[config.mk]
export PLATFORM = sky130hd
export DESIGN_NAME = lds_queue
export DESIGN_NICKNAME = d
export VERILOG_FILES = /design/src/sv/lds_pkg.sv /design/src/sv/lds_queue.sv
export SDC_FILE = /design/constraint.sdc
export NUM_CORES = 1
export LEC_CHECK = 0
export ABC_AREA = 1
export BUFFER_PORTS_ARGS = -buffer_cell sky130_fd_sc_hd__clkbuf_2
export CORE_AREA = 5 5 93 95
export CTS_CLUSTER_SIZE = 40
export DETAILED_ROUTE_END_ITERATION = 6
export DIE_AREA = 0 0 98 100
export PLACE_DENSITY = 0.72
export SYNTH_ARGS = -nofsm -noshare
export SYNTH_HDL_FRONTEND = slang
export SYNTH_SLANG_ARGS = --single-unit
export TNS_END_PERCENT = 5
[constraint.sdc]
create_clock -name i_clk -period 1.98 [get_ports i_clk]
set_clock_uncertainty 0.15 [all_clocks]
set_input_delay 0.495 -clock i_clk [delete_from_list [all_inputs] [get_ports i_clk]]
set_output_delay 0.495 -clock i_clk [all_outputs]
set_load 0.01 [all_outputs]
[src/sv/lds_pkg.sv]
// Package for the luma 2x2 downscaler: sizes, register indexes, the command
// type that passes from the front part to the back part, and a clamp helper.
// Used by every module of the block but lds_ram; depends on nothing.
package lds_pkg;

    // Largest supported frame width in pixels.
    localparam int MAX_WIDTH    = 4096;
    localparam int HEIGHT_LIMIT = 4096;
    localparam int STORE_DEPTH  = (MAX_WIDTH + 1) / 2;

    localparam int DIM_W  = 13;
    localparam int PIX_W  = 8;
    localparam int PAIR_W = PIX_W + 1;
    localparam int SUM_W  = PIX_W + 2;
    localparam int COL_W  = $clog2(MAX_WIDTH);
    localparam int ROW_W  = $clog2(HEIGHT_LIMIT);
    localparam int IDX_W  = $clog2(STORE_DEPTH);
    localparam int HROW_W = ROW_W - 1;

    // Command queue depth; must be a power of two so the pointers wrap.
    localparam int QUEUE_DEPTH = 4;
    localparam int QPTR_W      = $clog2(QUEUE_DEPTH);

    // Configuration register indexes.
    localparam int CFG_IDX_W = 1;
    localparam logic [CFG_IDX_W-1:0] CFG_FRAME_WIDTH  = 1'b0;
    localparam logic [CFG_IDX_W-1:0] CFG_FRAME_HEIGHT = 1'b1;

    // Reset geometry.
    localparam int RESET_WIDTH  = 640;
    localparam int RESET_HEIGHT = 480;

    // One pair sum on its way to the line store.
    typedef struct packed {
        logic              emit;   // odd row: read, add and output
        logic [IDX_W-1:0]  idx;
        logic [PAIR_W-1:0] pair;
        logic              last;   // last output of the frame
    } t_cmd;

    // Clamps a written dimension to the range 2..hi.
    function automatic int clamp_dim(input logic [DIM_W-1:0] v, input int hi);
        int val;
        val = int'(v);
        if (val < 2) begin
            return 2;
        end
        if (val > hi) begin
            return hi;
        end
        return val;
    endfunction

endpackage

[src/sv/lds_queue.sv]
// Short command queue between the front and back parts of the downscaler.
// Depends on lds_pkg.
module lds_queue (
    input  logic          i_clk,
    input  logic          i_rst_n,
    input  logic          i_push,
    input  lds_pkg::t_cmd i_cmd,
    output logic          o_full,
    input  logic          i_pop,
    output logic          o_valid,
    output lds_pkg::t_cmd o_cmd
);
    import lds_pkg::*;

    t_cmd              r_mem [QUEUE_DEPTH];
    logic [QPTR_W-1:0] r_wr;
    logic [QPTR_W-1:0] r_rd;
    logic [QPTR_W:0]   r_count;

    assign o_full  = (r_count == (QPTR_W + 1)'(QUEUE_DEPTH));
    assign o_valid = (r_count != '0);
    assign o_cmd   = r_mem[r_rd];

    always_ff @(posedge i_clk) begin
        if (i_push) begin
            r_mem[r_wr] <= i_cmd;
        end
    end

    always_ff @(posedge i_clk) begin
        if (!i_rst_n) begin
            r_wr    <= '0;
            r_rd    <= '0;
            r_count <= '0;
        end else begin
            if (i_push) begin
                r_wr <= r_wr + 1'b1;
            end
            if (i_pop) begin
                r_rd <= r_rd + 1'b1;
            end
            if (i_push && !i_pop) begin
                r_count <= r_count + 1'b1;
            end else if (!i_push && i_pop) begin
                r_count <= r_count - 1'b1;
            end
        end
    end

endmodule

# ---- After elaboration in Yosys (flattened, before gate mapping)
# Memory sizes are Yosys's and may differ from the RTL's. A register that Yosys moved wholly into a read port is not among the register bits.
# Index checks and enable logic that the tools add are counted.
dict set report word_totals {
  elab_cells 21
  ram_bits 88
  out_inout_bits 24
  register_bits 7
  memories 1
}
# memory words word_bits rd rd_ports_with_merged_regs write_ports line_no
set mem_list {}
lappend mem_list {r_mem 4 22 1 1 1 lds_queue.sv:15} ;# t_cmd r_mem [QUEUE_DEPTH];
dict set report op_classes {
  n_mux 6
  n_reduce_logical 6
  n_eq_ne 1
  n_addsub 4
}
# op count
set ops {}
lappend ops {{$mux W3} 2}
lappend ops {{$add A2 B1 Y2 const B} 2}
lappend ops {{$mux W2} 2}
lappend ops {{$add A3 B1 Y3 const B} 1}
lappend ops {{$eq A3 B3 Y1 const B} 1}
lappend ops {{$reduce_bool A3 Y1} 1}
lappend ops {{$sub A3 B1 Y3 const B} 1}
lappend ops {{$logic_and A1 B1 Y1} 2}
lappend ops {{$logic_not A1 Y1} 2}
lappend ops {{$mux W1} 2}
lappend ops {{$reduce_bool A2 Y1} 1}

# ---- Longest topological paths before layout
dict set report depth {
  depth_word 4
  depth_mapped 10
  ltp_nobuf 10
}

# ---- Worst setup path after synthesis
# OpenSTA, ideal clock, no wires.
dict set report synth_timing {
  kind {input -> register}
  from {in i_pop}
  to {reg r_count[2]}
  path_stages 10
  arrival_time_ns 1.386
  path_slack_ns 0.334
  path_buffers 0
  cell_sequence {inv_1 > ha_1 > inv_1 > fa_1 > inv_1 > nand2_1 > nand3_1 > nand2_1 > inv_1 > nor2_1}
}
dict set report synth_via {
  elab_chain_len 3
  word_cells_on_any_way 5
}
# element line_no
set synth_rtl {}
lappend synth_rtl {{start: declaration} lds_queue.sv:9} ;# input logic i_pop,
lappend synth_rtl {{$logic_not A1 Y1} lds_queue.sv:42} ;# if (i_push && !i_pop) begin
lappend synth_rtl {{$logic_and A1 B1 Y1} lds_queue.sv:42}
lappend synth_rtl {{$mux W3 / $reduce_bool A2 Y1 (equally long branches)} --}
lappend synth_rtl {{end signal: assignment} lds_queue.sv:43} ;# r_count <= r_count + 1'b1;
lappend synth_rtl {{end signal: assignment} lds_queue.sv:45} ;# r_count <= r_count - 1'b1;
lappend synth_rtl {{end: declaration} lds_queue.sv:18} ;# logic [QPTR_W:0] r_count;
# Several ways; a longest one is shown, not always the timed one.
# A chain may end at the register's enable or synchronous reset.

==> summary.txt <==
Status
  • Status: finished with violations
  • Failing checks: setup timing

Yosys
  • Mapped Cells: 272
  • Syn_nets: 304
  • Register area share after synthesis: 0.7548
  • Mean Syn Cell Area: 13.75 um^2
  • Synth warn: 0
  • #FFs+latches synth: 97
  • Distinct cells, synth: 19
  • Mapped cell area: 0.003740 mm^2

Die
  • Die height: 100 um
  • Die area: 0.009800 mm^2
  • Initial Util: 0.4890
  • Core Area: 0.007647 mm^2
  • Num ports: 50
  • Core Rows: 32
  • Width of the die: 98 um

Global route
  • Most used routing layer: met2
  • Largest net degree at the start of global routing: 23
  • Vias in the first global route: 2334
  • M3 GR Usage: 0.05490
  • Antenna violations before repair: 0
  • Global-route usage over all layers: 0.1586
  • First-pass GRT wire length: 11760 um
  • GRT met1 Usage: 0.1892
  • Met2 usage: 0.2759
  • GRT overflow: 0

Place
  • Routability-driven placement congestion ratio: 0.7185
  • Buffers on Ports: 49
  • Placed cell areas: 0.004106 mm^2
  • Placed insts: 421
  • Dpl hpwl: 4502 um

Detailed routing
  • Drt wl/cell: 17.00 um
  • Routed Antenna Nets: 0
  • DR vias: 2332
  • DR vias/cell: 5.240
  • Starting DRC count in detailed routing: 114
  • Final wirelength: 7564 um
  • TritonRoute pass-1 iters: 4
  • DR DRC count: 0

Clock network
  • Hold buffer count at CTS: 0
  • Worst skew pair latency: 0.35 ns
  • Clk buf depth: 2
  • Worst-path clk slew: 0.09 ns
  • CTS tree: done
  • TritonCTS buffer count: 9
  • Root Driver: clkbuf_8
  • H-tree levels: 3
  • Clock Sinks: 97

Power
  • VDD IR max: 0.4604 mV
  • Int Pwr: 3.255 mW
  • Clock network fraction of total power: 0.324
  • P per Cell Area: 937.3 mW/mm^2
  • Pwr Total: 4.268 mW
  • Sequential share of power: 0.554
  • Sw power: 1.013 mW
  • Comb pwr share: 0.122
  • Net Sw Frac: 0.2374
  • Leak Pwr: 1.703 nW

Setup path
  • Slowest CP cell: dfxtp_4
  • Crit end category: primary output
  • Crit start category: flip-flop
  • Worst Path Arrival: 1.48 ns
  • Crit-path cells: buf_6, clkbuf_16, o21ai_1, o22ai_1, buf_2
  • Setup CP Type: flip-flop to primary output
  • CP max FO: 5
  • CP required: 1.33 ns
  • Reg2reg path depth: 5
  • RR Endpoint: r_mem[0][16]
  • Reg-to-reg slack, setup: 0.53 ns
  • Max incr delay on CP: 0.44 ns
  • Worst R2R Start: r_wr[0]

STA
  • Worst Tran Pin Value: 0.2587 ns
  • Setup TNS: -2.017 ns
  • RSZ-0062 raised after global routing: yes
  • Max-slew violations: 0
  • F_max: 470.7 MHz
  • Min Tclk post-route: 2.124 ns
  • Hold Vio Cnt, Final: 0
  • Period utilization: 1.073
  • Setup-failing EPs final: 22
  • Setup slack after layout: -0.1444 ns
  • Slew headroom: 0.8275
  • Hold Slack: 0.2025 ns

Layout
  • Finished Cell Area: 0.004553 mm^2
  • Area delta synth->final: 21.75%
  • Commonest non-fill, non-tap cells in the layout: edfxtp_1, nor2_1, clkbuf_2
  • Non-Filler Instances: 445
  • Fin nets: 370
  • Antenna diode count: 0
  • Layout cell share with drive strength beyond 1: 0.2770
  • Commonest non-fill, non-tap cell in the layout: edfxtp_1

Job
  • Max_cap viols: 0

Min path
  • Min-delay worst type: primary input to flip-flop
  • Worst hold path depth: 1
  • Worst Hold Launch: i_cmd[18]
  • Hold Path End: r_mem[1][18]
==> worst max path at each step <==
stage,to,slack [ns],depth (start not counted)
2_1_floorplan,r_count[2],0.33,10
3_3_place_gp,r_count[2],0.16,11
3_5_place_dp,o_cmd[17],0.09,4
4_1_cts,o_cmd[10],-0.13,4
5_1_grt,o_cmd[11],-0.21,5
6_report,o_cmd[11],-0.14,5
==> synth_stat cells <==
master,instances,share of area
fa_1,1,0.0054
buf_4,2,0.0040
inv_1,15,0.015
nand3_1,1,0.0013
inv_2,1,0.0010
a21oi_1,4,0.0054
dfxtp_1,9,0.048
ha_1,5,0.017
o21ai_1,18,0.024
nand2_1,10,0.010
buf_6,7,0.021
o21ai_0,32,0.043
buf_2,4,0.0054
nor2_1,50,0.050
nor3_1,1,0.0013
inv_8,1,0.0030
nand4_1,1,0.0017
edfxtp_1,88,0.71
o22ai_1,22,0.037
==> metrics by stage <==
step	setup slack, ns	util
global route	-0.2129	0.5954
global placement	0.1647	0.5370
CTS	-0.1277	0.5821
detailed placement	0.08528	0.5370
finish	-0.1444	0.5954
floorplan	0.3342	-
==> what timing repair did <==
action,in CTS,in global routing
pin swaps,3,5
gates resized for setup,14,38
setup buffers,0,3
endpoints found under the setup margin,22,22
gates cloned,4,1
==> logic make-up (layout without fill, tap and decap cells) <==
family | Yosys count | after routing | synth area share
DFF | 97 | 97 | 0.7548
adders and majority gates | 6 | 6 | 0.02208
and+or+nand+nor | 63 | 63 | 0.06457
AOI/OAI and AO/OA | 76 | 76 | 0.1091
buffers and inverters | 30 | 101 | 0.04951
==> per-layer routing <==
| metal | up-vias | wire, um |
|---|---|---|
| met2 | 48 | 4002 |
| li1 | 1127 | - |
| met3 | 6 | 359 |
| met1 | 1151 | 3144 |
| met4 | 0 | 59 |
| met5 | - | 0 |
==> sequential cells by signal (all words and copies together), names as in the netlist, named ones only <==
signal   flops
r_mem       88
r_count      3
r_rd         2
r_wr         2
==> power groups by stage <==
stage / clock, mW / combinational, mW / sequential (mW)
2_1_floorplan: 0 / 0.270 / 2.40
5_1_grt: 1.51 / 0.575 / 2.37
4_1_cts: 1.40 / 0.499 / 2.36
6_report: 1.38 / 0.521 / 2.36
3_5_place_dp: 0 / 0.449 / 2.41
3_3_place_gp: 0 / 0.436 / 2.40
==> final cells by class <==
cell class / count / area (um^2)
Clock inverter: 6 / 91.34
Multi-Input combinational cell: 145 / 775.7
Clock buffer: 10 / 127.6
Fill cell: 580 / 3094
Timing Repair Buffer: 66 / 488.0
Inverter: 17 / 85.08
Tap cell: 102 / 127.6
Sequential cell: 97 / 2830
Timing Repair inverter: 2 / 27.53
==> critical path: cells and delay by family (launching register included) <==
kind,cells,cell delay (ns)
AOI/OAI and AO/OA,2,0.27
DFF,1,0.44
buffers and inverters,3,0.41
(Power assumes the default switching activity.)
