### src/sv/lds_pkg.sv
// Package for the luma 2x2 downscaler: sizes, register indexes, the command
// type that passes from the front part to the back part, and a clamp helper.
// Used by every module of the block but lds_ram; depends on nothing.
package lds_pkg;

    // Largest supported frame width in pixels.
    localparam int MAX_WIDTH    = 4096;
    localparam int HEIGHT_LIMIT = 4096;
    localparam int STORE_DEPTH  = (MAX_WIDTH + 1) / 2;

    localparam int DIM_W  = 13;
    localparam int PIX_W  = 8;
    localparam int PAIR_W = PIX_W + 1;
    localparam int SUM_W  = PIX_W + 2;
    localparam int COL_W  = $clog2(MAX_WIDTH);
    localparam int ROW_W  = $clog2(HEIGHT_LIMIT);
    localparam int IDX_W  = $clog2(STORE_DEPTH);
    localparam int HROW_W = ROW_W - 1;

    // Command queue depth; must be a power of two so the pointers wrap.
    localparam int QUEUE_DEPTH = 4;
    localparam int QPTR_W      = $clog2(QUEUE_DEPTH);

    // Configuration register indexes.
    localparam int CFG_IDX_W = 1;
    localparam logic [CFG_IDX_W-1:0] CFG_FRAME_WIDTH  = 1'b0;
    localparam logic [CFG_IDX_W-1:0] CFG_FRAME_HEIGHT = 1'b1;

    // Reset geometry.
    localparam int RESET_WIDTH  = 640;
    localparam int RESET_HEIGHT = 480;

    // One pair sum on its way to the line store.
    typedef struct packed {
        logic              emit;   // odd row: read, add and output
        logic [IDX_W-1:0]  idx;
        logic [PAIR_W-1:0] pair;
        logic              last;   // last output of the frame
    } t_cmd;

    // Clamps a written dimension to the range 2..hi.
    function automatic int clamp_dim(input logic [DIM_W-1:0] v, input int hi);
        int val;
        val = int'(v);
        if (val < 2) begin
            return 2;
        end
        if (val > hi) begin
            return hi;
        end
        return val;
    endfunction

endpackage

### src/sv/lds_front.sv
// Front part of the downscaler: geometry registers, raster counters and
// horizontal pair forming. Depends on lds_pkg.
module lds_front (
    input  logic                          i_clk,
    input  logic                          i_rst_n,
    input  logic                          i_cfg_we,
    input  logic [lds_pkg::CFG_IDX_W-1:0] i_cfg_index,
    input  logic [lds_pkg::DIM_W-1:0]     i_cfg_data,
    input  logic                          i_valid,
    input  logic [lds_pkg::PIX_W-1:0]     i_pixel_in,
    input  logic                          i_full,
    output logic                          o_stall,
    output logic                          o_push,
    output lds_pkg::t_cmd                 o_cmd
);
    import lds_pkg::*;

    logic [COL_W-1:0]  r_width_m1;
    logic [IDX_W-1:0]  r_half_w_m1;
    logic [ROW_W-1:0]  r_height_m1;
    logic [HROW_W-1:0] r_half_h_m1;
    logic [COL_W-1:0]  r_col;
    logic [ROW_W-1:0]  r_row;
    logic [PIX_W-1:0]  r_first;

    logic accept;
    int   w_clamped;
    int   h_clamped;

    assign accept    = i_valid && !i_full;
    assign o_stall   = i_full;
    assign w_clamped = clamp_dim(i_cfg_data, MAX_WIDTH);
    assign h_clamped = clamp_dim(i_cfg_data, HEIGHT_LIMIT);

    // Geometry is clamped once when written and kept as last positions.
    always_ff @(posedge i_clk) begin
        if (!i_rst_n) begin
            r_width_m1  <= COL_W'(RESET_WIDTH - 1);
            r_half_w_m1 <= IDX_W'(RESET_WIDTH / 2 - 1);
            r_height_m1 <= ROW_W'(RESET_HEIGHT - 1);
            r_half_h_m1 <= HROW_W'(RESET_HEIGHT / 2 - 1);
        end else if (i_cfg_we) begin
            case (i_cfg_index)
                CFG_FRAME_WIDTH: begin
                    r_width_m1  <= COL_W'(w_clamped - 1);
                    r_half_w_m1 <= IDX_W'(w_clamped / 2 - 1);
                end
                CFG_FRAME_HEIGHT: begin
                    r_height_m1 <= ROW_W'(h_clamped - 1);
                    r_half_h_m1 <= HROW_W'(h_clamped / 2 - 1);
                end
                default: begin
                end
            endcase
        end
    end

    always_ff @(posedge i_clk) begin
        if (!i_rst_n) begin
            r_col <= '0;
            r_row <= '0;
        end else if (accept) begin
            if (r_col >= r_width_m1) begin
                r_col <= '0;
                r_row <= (r_row >= r_height_m1) ? '0 : r_row + 1'b1;
            end else begin
                r_col <= r_col + 1'b1;
            end
        end
    end

    always_ff @(posedge i_clk) begin
        if (!i_rst_n) begin
            r_first <= '0;
        end else if (accept && !r_col[0]) begin
            r_first <= i_pixel_in;
        end
    end

    // An odd column completes a horizontal pair.
    assign o_push     = accept && r_col[0];
    assign o_cmd.emit = r_row[0];
    assign o_cmd.idx  = IDX_W'(r_col >> 1);
    assign o_cmd.pair = PAIR_W'(r_first) + PAIR_W'(i_pixel_in);
    assign o_cmd.last = (IDX_W'(r_col >> 1) == r_half_w_m1) &&
                        (r_row[ROW_W-1:1] == r_half_h_m1);

endmodule

### config.mk
export PLATFORM = sky130hd
export DESIGN_NAME = lds_front
export DESIGN_NICKNAME = d
export VERILOG_FILES = /design/src/sv/lds_pkg.sv /design/src/sv/lds_front.sv
export SDC_FILE = /design/constraint.sdc
export NUM_CORES = 1
export LEC_CHECK = 0
export ABC_CLOCK_PERIOD_IN_PS = 5700
export BUFFER_PORTS_ARGS = -buffer_cell sky130_fd_sc_hd__buf_2
export CAP_MARGIN = 0
export CORE_MARGIN = 1
export CORE_UTILIZATION = 35
export DETAILED_ROUTE_END_ITERATION = 10
export PLACE_DENSITY = 0.6
export SYNTH_ARGS = -nofsm -noshare
export SYNTH_HDL_FRONTEND = slang
export SYNTH_SLANG_ARGS = --single-unit
### constraint.sdc
create_clock -name i_clk -period 5.7 [get_ports i_clk]
set_clock_uncertainty 0.1 [all_clocks]
set_input_delay 0.57 -clock i_clk [delete_from_list [all_inputs] [get_ports i_clk]]
set_output_delay 0.57 -clock i_clk [all_outputs]
set_load 0.01 [all_outputs]
After elaboration in Yosys (flattened, before gate mapping)
Cells that the tools add are included.

Flip-flop bits (word level): 78. Input bits: 27. Output and inout bits: 24. Word-level logic and storage cells: 39.

Add/sub/neg operators: 6. Magnitude comparators: 4. Equal/unequal tests: 2. Multiplexer cells: 9. Bitwise gates (word level): 2. Reductions and logical operators: 9.

Operators with widths (count): $mux W32 (3); $add A12 B1 Y12 const B (2); $ge A12 B12 Y1 (2); $mux W12 (2); $eq A11 B11 Y1 (2); $gt A13 B13 Y1 const B (1); $lt A13 B2 Y1 const B (1); $sub A12 B2 Y12 const B (1); $add A11 B1 Y11 (1); $sub A11 B2 Y11 const B (1); $add A8 B8 Y9 (1); $reduce_and A2 Y1 (3); $logic_and A1 B1 Y1 (4); $mux W1 (3); $logic_not A1 Y1 (2); $mux W2 (1); $and A1 B1 Y1 (1); $not A1 Y1 (1).

Logic depth before layout (Yosys ltp)
Depth after elaboration: 8. Depth in mapped cells: 12. Mapped depth without buffers: 11.

Worst setup path before layout
OpenSTA, ideal clock, no wires.

Kind: input port to flip-flop. Start point: input i_cfg_data[5] (netlist bit). End point: register r_height_m1[5]. Setup time: 87 ps. Arrival: 2621 ps. Required time: 5513 ps. Slack: 2891 ps. Stages: 11. Path buffers: 1. Cell sequence: buf_2 -> nor4_4 -> a31oi_1 -> nor2_1 -> inv_1 -> ha_1 -> nor2b_1 -> o31ai_1 -> nor2_1 -> o22a_1 -> o31ai_1.

Longest elaborated chain between the ends: 6. Elaborated cells between the ends (all ways): 10. Those cells by class: add/sub (1); order compare (2); mux (7).

Ends and longest elaborated chain: start: declaration (line lds_front.sv:8) `input logic [lds_pkg::DIM_W-1:0] i_cfg_data,`; $gt A13 B13 Y1 / $lt A13 B2 Y1 (equally long branches) (line lds_pkg.sv:48, lds_pkg.sv:45); $mux W1 / $mux W2 (equally long branches) (line lds_pkg.sv:48, lds_pkg.sv:45); $mux W1 / $mux W32 (equally long branches) (line lds_pkg.sv:48) `if (val > hi) begin`; $mux W32 (line lds_pkg.sv:51) `return val;`; $mux W32 (*) (line lds_pkg.sv:48); $sub A12 B2 Y12 (*) (line lds_front.sv:49) `r_height_m1 <= ROW_W'(h_clamped - 1);`; end signal: assignment (line lds_front.sv:40) `r_height_m1 <= ROW_W'(RESET_HEIGHT - 1);`; end signal: assignment (line lds_front.sv:49); end: declaration (line lds_front.sv:20) `logic [ROW_W-1:0] r_height_m1;`.

Mark *: on every way between the ends. The rest lies on a longest branch, timed or not. The select of a mux whose other input is x is not followed. A chain may end at the register's enable or synchronous reset.

Final worst setup path
Start point: input i_cfg_data[9] (netlist bit). End point: register r_height_m1[3].

The elaborated chain is that of the path after synthesis.

==> results_dict.tcl <==
set metrics [dict create \
    clkLatencyLatePin_ns 0.35 \
    netlist_instances 603 \
    drc 0 \
    grt_start_max_net_pins 48 \
    critical_path_class "in2reg" \
    ioPinCount 51 \
    grt_pass1_vias 4247 \
    required_ns 5.77 \
    syn_nets 668 \
    async_reset_ff_share_pct 0 \
    ys.flop_type "dfxtp_1" \
    cts_htree_levels 3 \
    port_buffers 50 \
    maxCapViolCount 0 \
    hold_viol_final 0 \
    wl_per_cell_um 16.0 \
    slowest_stage "nor4_2" \
    grtUsageTotal_pct 19.0 \
    clk_pin_slew_ns 0.06 \
    cts_tree "yes" \
    worstHoldPathType "reg2reg" \
    crit_path_end_kind "register" \
    placed_area_mm2 0.00507 \
    critical_path.startpoint "i_cfg_data[9]" \
    core_mm2 0.0133 \
    drt-total-wl_um 12900 \
    syn_avg_cell_area_um2 7.95 \
    max_freq_ghz 0.315 \
    nets 689 \
    grt_overflow 0 \
    cts_made_buffers 9 \
    fp-row-count 42 \
    vias 4382 \
    cts-root-buf "clkbuf_16" \
    r2r_start "r_col[0]$_SDFFE_PN0P_" \
    antenna_found_initial 0 \
    area_growth_pct 12.2 \
    synth-seq-cells 78 \
    worstHoldStart "r_width_m1[11]$_SDFFE_PN0P_" \
    path_cells "buf_2, nor4_2, a31oi_1, nor2_1, inv_1, ha_1, nor2b_1, o31ai_1, a21boi_0, o211ai_1" \
    synthesis.area_mm2 0.00479 \
    die_h_um 119 \
    ys_types 53 \
    synth_compound_area_share_pct 21.9 \
    worst_ep_arrival_time_ns 3.25 \
    synth-xor-area-share_pct 7.86 \
    muxShareOfSynthArea_pct 0.653 \
    fillers 1363 \
    status "complete, no violations" \
    yosys_warnings 0 \
    crit_path_max_fanout 16 \
    slowest_delay_ns 0.53 \
    finalSetupViolCount 0 \
    gp_congestion 0.857 \
    rsz0062_at_grt "no" \
    timing.slew.headroom_pct 27.6 \
    period_share_pct 55.8 \
    power_density_mw_per_mm2 258 \
    design_area_mm2 0.00538 \
    cts.path.max_buffers 2 \
    vias_per_cell 5.44 \
    drive_gt1_share_pct 11.6 \
    initial_core_util_pct 36.0 \
    die_area_mm2 0.0142 \
    dp_hpwl_um 9700 \
    synth_top_family_by_area "compound AO/OA/AOI/OAI gates" \
    p_leak_nw 2.35 \
    clock-sinks 78 \
    diodes 0 \
    synth_edf_count 0 \
    cts_resized 0 \
    synth-simple-area-share_pct 19.7 \
    ir_drop_mv 0.139 \
    worst_pin_slew_ns 1.08 \
    synth_fa_ha_area_share_pct 10.1 \
    first_pass_iters 4 \
    route.antenna.remaining_nets 0 \
    grt_pass1_wl_um 21200 \
    drtIter0Drc 267 \
    period_minus_slack_ns 3.18 \
    slew_viol_final 0 \
    die_w_um 119 \
    cts_hold_buf 0 \
    seq_area_frac_synth_pct 32.6 \
    tns_ns 0 \
    worst_setup_path_start_kind "primary input" \
    cts_setup_buffers 0 \
]
[metrics by stage]
step                utilization, %  setup slack, ns  hold slack, ns  power, W  instances
floorplan                        -             2.89           0.336  0.000738        603
global placement              38.1             2.26           0.347  0.000801        789
detailed placement            38.1             2.18           0.352  0.000804        789
CTS                           40.4             2.54           0.361   0.00140        805
global route                  40.4             2.21           0.371   0.00145        805
finish                        40.4             2.52           0.355   0.00139        805
[state kept, by name (all words and copies together) (netlist names)]
register     flops
r_half_h_m1     11
r_half_w_m1     11
r_width_m1      12
r_col           12
r_first          8
r_height_m1     12
r_row           12
[layout make-up]
cell class                 count  area [um^2]  area share, %
multi-input combinational    447         2890           53.7
tap                          176          220           4.10
timing repair buffer          53          273           5.07
clock inverter                 7         80.1           1.49
clock buffer                   9          225           4.19
sequential                    78         1560           29.0
inverter                      35          131           2.44
[final timing paths]
kind / slack (ns) / to / depth (start not counted)
min reg2reg: 0.35 / r_width_m1[11]$_SDFFE_PN0P_ / 2
max: 2.52 / r_height_m1[3]$_SDFFE_PN1P_ / 10
min: 0.35 / r_width_m1[11]$_SDFFE_PN0P_ / 2
max reg2reg: 2.98 / r_row[0]$_SDFFE_PN0P_ / 8
[routing by layer]
layer,global-route usage (%),vias up,routed length [um]
met1,24.1,2064,5960
li1,-,2173,-
met3,4.55,25,612
met2,30.9,120,6000
met4,7.28,0,284
met5,0,-,0
[cell usage after synthesis (all sizes together), types with 2 or more instances]
master | instances | share of area, %
o2bb2ai | 2 | 0.37
or4 | 2 | 0.31
xor2 | 30 | 5.5
o31ai | 7 | 1.1
nand2b | 4 | 0.52
a31oi | 8 | 1.0
xnor2 | 13 | 2.4
o21ai | 41 | 4.3
a21boi | 2 | 0.31
nand4 | 9 | 1.2
ha | 37 | 9.7
nor3 | 13 | 1.4
a41o | 2 | 0.42
o221ai | 4 | 0.73
a21o | 4 | 0.63
o21bai | 2 | 0.31
nor2b | 9 | 1.2
nor4 | 10 | 1.7
buf | 19 | 2.6
a21oi | 40 | 4.2
a41oi | 2 | 0.37
nand3 | 22 | 2.3
nor3b | 2 | 0.31
mux2i | 2 | 0.42
nand3b | 2 | 0.31
and4 | 2 | 0.37
a211oi | 2 | 0.31
clkbuf | 24 | 1.9
and2 | 5 | 0.65
o21a | 9 | 1.4
dfxtp | 78 | 33
nand2 | 73 | 5.7
inv | 35 | 2.7
and3 | 5 | 0.65
nor2 | 40 | 3.1
o211ai | 24 | 3.8
o22ai | 7 | 0.91
[power breakdown]
group          switching [W]  total [W]  internal, W
Sequential         0.0000242   0.000597     0.000572
Combinational       0.000121   0.000196    0.0000758
Clock               0.000249   0.000594     0.000345
Total               0.000394    0.00139     0.000993
[kinds of logic (layout without fill, tap and decap cells)]
family	after synthesis	count (layout)
muxes	3	3
xor gates and xnor gates	43	43
buffers and inverters	78	104
and+or+nand+nor	198	198
DFF	78	78
adders and majority gates	38	38
AOI/OAI and AO/OA	165	165
[critical path, delay by kind of cell]
family                   cells  cell delay [ns]
adder cells (fa/ha/maj)      1             0.41
AND/OR/NAND/NOR              3             1.12
buffers and inverters        2             0.28
AO/OA/AOI/OAI                4             0.87
[layout by cell type (no fill, tap or decap), drive strengths merged, types with 5 or more instances in the layout]
cell type / n
a21oi: 40
a31oi: 8
and2: 5
and3: 5
buf: 53
clkbuf: 9
dfxtp: 78
ha: 37
inv: 38
nand2: 73
nand3: 22
nand4: 9
nor2: 40
nor2b: 9
nor3: 13
nor4: 10
o211ai: 24
o21a: 9
o21ai: 41
o22ai: 7
o31ai: 7
xnor2: 13
xor2: 30
(Power assumes the default switching activity.)
